<file path="config.mk">
export PLATFORM = sky130hd
export DESIGN_NAME = rld_sqrt
export DESIGN_NICKNAME = d
export VERILOG_FILES = /design/src/design/ray_line_distance_core_macros.svh /design/src/design/rld_pkg.sv /design/src/design/rld_sqrt.sv
export SDC_FILE = /design/constraint.sdc
export NUM_CORES = 2
export LEC_CHECK = 0
export BUFFER_PORTS_ARGS = -buffer_cell sky130_fd_sc_hd__buf_2
export CORE_MARGIN = 5
export CORE_UTILIZATION = 40
export CTS_CLUSTER_SIZE = 16
export DETAILED_ROUTE_END_ITERATION = 12
export PLACE_DENSITY = 0.62
export SLEW_MARGIN = 20
export SYNTH_ARGS = -nofsm -noshare
export SYNTH_HDL_FRONTEND = slang
export SYNTH_MEMORY_MAX_BITS = 65536
export SYNTH_SLANG_ARGS = --single-unit
</file>
<file path="constraint.sdc">
create_clock -name i_clk -period 10.1 [get_ports i_clk]
set_input_delay 1.01 -clock i_clk [delete_from_list [all_inputs] [get_ports i_clk]]
set_output_delay 1.01 -clock i_clk [all_outputs]
set_load 0.03 [all_outputs]
</file>
<file path="src/design/ray_line_distance_core_macros.svh">
// assertion helpers, sampled on i_clk and held off while i_rst_n is low
`ifndef RAY_LINE_DISTANCE_CORE_MACROS_SVH
`define RAY_LINE_DISTANCE_CORE_MACROS_SVH

// consequence in the same cycle
`define RLD_ASSERT_SAME(lbl, ante, cons, msg) \
    lbl: assert property (@(posedge i_clk) disable iff (!i_rst_n) (ante) |-> (cons)) \
        else $error(msg);

// consequence in the next cycle
`define RLD_ASSERT_NEXT(lbl, ante, cons, msg) \
    lbl: assert property (@(posedge i_clk) disable iff (!i_rst_n) (ante) |=> (cons)) \
        else $error(msg);

`endif

</file>
<file path="src/design/rld_pkg.sv">
`timescale 1ns / 1ps
package rld_pkg;

    localparam int FRAC_BITS_DEF = 16;
    // register stages of one saturating multiply
    localparam int MUL_LAT = 4;
    localparam int SQRT_LAT = 32;

    typedef logic signed [63:0] t_s64;

    localparam t_s64 SMAX = 64'sh7FFF_FFFF_FFFF_FFFF;

    typedef enum logic [2:0] {
        CFG_ORIGIN_X = 3'd0,
        CFG_ORIGIN_Y = 3'd1,
        CFG_ORIGIN_Z = 3'd2,
        CFG_END_X    = 3'd3,
        CFG_END_Y    = 3'd4,
        CFG_END_Z    = 3'd5,
        CFG_THRESH   = 3'd6
    } t_cfg_idx;

    // symmetric saturating add
    function automatic t_s64 sadd(input t_s64 a, input t_s64 b);
        logic signed [64:0] s;
        s = 65'(a) + 65'(b);
        if (s > 65'(SMAX)) begin
            return SMAX;
        end
        if (s < -65'(SMAX)) begin
            return -SMAX;
        end
        return t_s64'(s[63:0]);
    endfunction

endpackage

</file>
<file path="src/design/rld_sqrt.sv">
`timescale 1ns / 1ps
module rld_sqrt (
    input  logic        i_clk,
    input  logic        i_ce,
    input  logic [63:0] i_x,
    input  logic        i_sat,
    output logic [31:0] o_root
);

    localparam int NS = rld_pkg::SQRT_LAT;

    logic [63:0] r_x   [NS];
    logic [63:0] r_res [NS];
    logic        r_sat [NS];

    for (genvar k = 0; k < NS; k++) begin : g_step
        localparam logic [63:0] BIT = 64'(1) << (62 - 2 * k);
        logic [63:0] g_x, g_res, n_sum;
        logic        g_sat;

        if (k == 0) begin : g_first
            assign g_x   = i_x;
            assign g_res = '0;
            assign g_sat = i_sat;
        end else begin : g_next
            assign g_x   = r_x[k-1];
            assign g_res = r_res[k-1];
            assign g_sat = r_sat[k-1];
        end

        assign n_sum = g_res + BIT;

        always_ff @(posedge i_clk) begin
            if (i_ce) begin
                if (g_x >= n_sum) begin
                    r_x[k]   <= g_x - n_sum;
                    r_res[k] <= (g_res >> 1) + BIT;
                end else begin
                    r_x[k]   <= g_x;
                    r_res[k] <= g_res >> 1;
                end
                r_sat[k] <= g_sat;
            end
        end
    end

    assign o_root = r_sat[NS-1] ? '1 : r_res[NS-1][31:0];

endmodule

</file>
======== Yosys cells after proc, flatten, opt, wreduce, memory -nomap -nowiden ========
Memories as Yosys holds them, arrays and structs flattened.
Index checks and enable logic that the tools add are counted.
word-level totals
  bits in registers ....................... 0
  bits in latches ......................... 0
  memories kept ........................... 3
  memory bits (read-only) ................. 0
  bits of input ports ..................... 67
  logic and storage cells ................. 452
  memory bits (writable) .................. 4,128
operators by class
  magnitude comparators ................... 32
  bitwise logic cells ..................... 64
  div/mod/pow operators ................... 0
  shift-type cells ........................ 0
  reduce and logical (&&, ||, !) cells .... 0
  equality and inequality tests ........... 0
  $mul .................................... 0
  muxes and demuxes ....................... 259
  add/sub/neg operators ................... 94
memory list
  name   words  width  rd ports  clocked after memory_dff  write ports  line            text
  r_res  32     64     32        0                         32           rld_sqrt.sv:13  logic [63:0] r_res [NS];
  r_x    32     64     31        0                         32           rld_sqrt.sv:12  logic [63:0] r_x [NS];
  r_sat  32     1      32        0                         32           rld_sqrt.sv:14  logic r_sat [NS];
operators with widths
  operator                  count
  $mux W64                  64
  $ge A64 B64 Y1            31
  $sub A64 B64 Y64          31
  $mux W1                   194
  $add A63 B1 Y64 const B   1
  $add A63 B11 Y64 const B  1
  $add A63 B13 Y64 const B  1
  $add A63 B15 Y64 const B  1
  $add A63 B17 Y64 const B  1
  $add A63 B19 Y64 const B  1
  $add A63 B21 Y64 const B  1
  $add A63 B23 Y64 const B  1
  $add A63 B25 Y64 const B  1
  $add A63 B27 Y64 const B  1
  $add A63 B29 Y64 const B  1
  $add A63 B3 Y64 const B   1
  $add A63 B31 Y64 const B  1
  $add A63 B33 Y64 const B  1
  $add A63 B35 Y64 const B  1
  $add A63 B37 Y64 const B  1
  $add A63 B39 Y64 const B  1
  $add A63 B41 Y64 const B  1
  $add A63 B43 Y64 const B  1
  $add A63 B45 Y64 const B  1
  other kinds (46)          109

======== Logic depth before layout (Yosys ltp) ========
An unclocked memory read counts as a cell.
  depth in word-level cells ............... 7
  gate-level depth with buffers ........... 15

======== Worst setup path before layout ========
OpenSTA, ideal clock, no wires.
  path type ............................... input-to-reg
  start point ............................. in i_ce
  end point ............................... mem r_res[24][14] (netlist: r_res[1][526]) (enable)
  stages .................................. 5
  slack ................................... 5.144 ns
  arrival ................................. 4.477 ns
  setup time .............................. 0.479 ns
  data required time ...................... 9.621 ns
  path through ............................ clkbuf_1 clkbuf_1 clkbuf_1 clkbuf_1 clkbuf_1
RTL lines
  what                line            text
  start: declaration  rld_sqrt.sv:4   input logic i_ce,
  end: declaration    rld_sqrt.sv:13

==> reports/metrics.cfg <==
[grt]
overflow=0
grt_max_degree=165
grt_util_all_layers_pct=19.0
grt_pass1_wl_um=480000
antenna_found_initial=12
grt_pass1_vias=78446

[place]
io_buffers=98
placed_cell_area_um2=129000
place.gp.congestion=0.945
dp_hpwl_um=240000
dp.cells=14044

[sta]
finalHoldViolations=0
min_period_ns=4.68
setup_viol=0
worst_slew_pin_slew_ns=1.11
skew_ns=0.0856
fin_crit_sh_pct=46.4
rsz0062_at_grt=no
clock.fmax_mhz=214
fin_tns_setup_ns=0
drv_slew=0
slew_headroom_pct=25.9

[clock_network]
clkLatencyLatePin_ns=0.91
ctsResizeCount=0
cts_root_buffer=clkbuf_16
path_clk_slew_ns=0.06
numClockSinks=2544
cts_buffers=282
cts-hold-fix-buffers=0
htreeDepth=5
cts_buffer_depth=4
cts_tree=done
cts_setup_buffers=0

[drt]
drt_iter0_drc=7740
dr.pass1.iters=8
postRouteAntennaNets=0
drc=0
drt-total-wl_um=315000
num_vias=80381
vias_per_cell=5.53
routedWlPerCell_um=21.6

[synth]
synth-seq-cells=2544
synth-edff-count=2544
yosysWarnings=0
synthesis.area_um2=124000
synth_area_leaders=edfxtp_1 62%, ha_1 5.6%, xor2_1 3.2%
yosys_most_used_dff=edfxtp_1
yosysTopAreaCell=edfxtp_1
syn_nets=10646
yosysMostFrequentCell=edfxtp_1
synth_top_area_share_pct=61.7
netlist_instances=10021
synthTopCellsByCount=2,544 x edfxtp_1, 760 x nand2_1, 682 x inv_1, 593 x o21ai_0, 558 x ha_1
yosysUniqueCellTypes=103
async_flop_share_pct=0
yosysSeqAreaShare_pct=61.7
syn_area_per_cell_um2=12.3

[floorplan]
core-area_um2=308000
pin_count=99
rows=204
dieHeight_um=566
dieArea_um2=321000
start_util_pct=40.1
fp.dieW_um=566

[critical_path]
endpoint_kind=flop
cp.arrival_ns=5.29
required_ns=10.71
path_buf_inv=1
crit_path_frequent_cell=or3_1
rrSetupSlack_ns=5.42
r2r_start=r_res[1][413]
cp_cell_sequence=inv_1, ha_1, nand3_1, or3_1, o311ai_0, a211o_1, a41o_1, o2111ai_2, or3_1, or4_4, xnor2_2
cp_max_fo=7
startpoint_type=flop
max_stage_delay_ns=0.67
crit_path_top_delay_cell=a41o_1
path_delay_family=simple AND/OR/NAND/NOR gates
critical_path.startpoint=r_res[1][413]
critical_path_class=reg -> reg
reg2reg_depth=11
r2r_end=r_x[1][511]

[outcome]
status=finished clean

[power_and_ir_drop]
switchingPower_uw=9390
netSwitchingFraction_pct=30.2
vdd_drop_max_v=0.000149
p_int_uw=21700
seqPwrFrac_pct=47.0
p_comb_share_pct=20.7
clkPwrFrac_pct=32.3
total_power_uw=31100
powerDensity_nw_per_um2=225
p_leak_uw=0.0505

[finish]
layout.cells.non_filler=14547
final_area_um2=138000
drive_gt1_share_pct=7.47
layout.nets=10835
syn2layout_area_growth_pct=11.6

[worst_hold_path]
hp-class=in -> reg
hold_path_end=r_x[0][60]
hp-start=i_x[60]
hold_depth=1

[flow_run]
max_cap_violations=0

registers in the layout (all words and copies together), names as in the netlist:
register and count:
r_x 1984, r_res 528, r_sat 32
through the flow:
stage | hold slack [ns] | utilization, % | setup slack [ns]
detailed placement | 0.405 | 41.9 | 5.10
finish | 0.286 | 44.8 | 5.42
global placement | 0.402 | 41.8 | 5.26
floorplan | 0.400 | - | 5.14
CTS | 0.216 | 44.8 | 5.57
global route | 0.245 | 44.8 | 5.36
placed cells by master (no fill, tap or decap), types with 39 or more instances in the layout:
cell type | netlist | final
o31ai_1 | 44 | 44
clkinv_2 | 0 | 40
o211ai_1 | 44 | 44
a21oi_1 | 509 | 508
inv_1 | 682 | 682
clkbuf_1 | 220 | 50
edfxtp_1 | 2544 | 2544
clkinv_1 | 1 | 54
nor2_1 | 524 | 523
nand2_1 | 760 | 760
a31oi_1 | 58 | 58
xnor2_1 | 444 | 444
xor2_1 | 457 | 457
nor4_1 | 395 | 390
nor3_1 | 296 | 295
nand3_1 | 177 | 177
o21bai_1 | 52 | 52
a21o_1 | 233 | 233
o21a_1 | 93 | 93
ha_1 | 558 | 558
nor2b_1 | 63 | 63
buf_4 | 3 | 66
or3_1 | 108 | 108
and3_1 | 39 | 39
clkbuf_16 | 0 | 283
nand4_1 | 177 | 177
nand2b_1 | 107 | 107
nor4b_1 | 57 | 55
buf_2 | 35 | 97
o21ai_0 | 593 | 592
mux2_2 | 49 | 49
a211oi_1 | 59 | 59
or4_1 | 76 | 76
or2_2 | 92 | 92
cells by family after synthesis:
group	count (synthesis)	synth area share (%)
and+or+nand+nor	3073	13.0
DFF	2544	61.7
AOI/OAI and AO/OA	1935	9.76
buffers and inverters	949	2.94
xor gates and xnor gates	902	6.39
adders and majority gates	558	5.64
muxes	60	0.535
power by group through the flow:
stage | clock network [µW] | registers (µW) | logic, µW
floorplan | 0 | 14200 | 4860
global placement | 0 | 14800 | 6270
detailed placement | 0 | 14800 | 6370
CTS | 10300 | 14600 | 6410
global route | 10700 | 14700 | 7160
finish | 10000 | 14600 | 6450
metal layers:
layer	track usage (%)	routed length [µm]	vias up
met5	0	13	-
met4	5.77	10000	2
met3	2.96	20100	516
met2	30.8	145000	2513
met1	26.3	139000	39313
li1	-	-	38037
area by class of cell:
| class | instances | area [µm²] |
|---|---|---|
| Multi-Input combinational cell | 6528 | 43900 |
| Antenna cell | 5 | 12.5 |
| Sequential cell | 2544 | 76400 |
| Clock buffer | 333 | 7270 |
| Clock inverter | 163 | 1730 |
| Fill cell | 27825 | 170000 |
| Timing Repair Buffer | 171 | 1130 |
| Inverter | 683 | 2560 |
| Tap cell | 4120 | 5150 |
worst max path at each step:
stage | end | slack, ns | cells past startpoint
after CTS | r_x[1][895] | 5.57 | 11
final | r_x[1][511] | 5.42 | 11
after detailed placement | r_x[0][210] | 5.10 | 5
after global routing | r_x[1][511] | 5.36 | 11
after floorplan | r_res[1][526] | 5.14 | 5
after global placement | r_x[0][409] | 5.26 | 5
(Power assumes the default switching activity.)
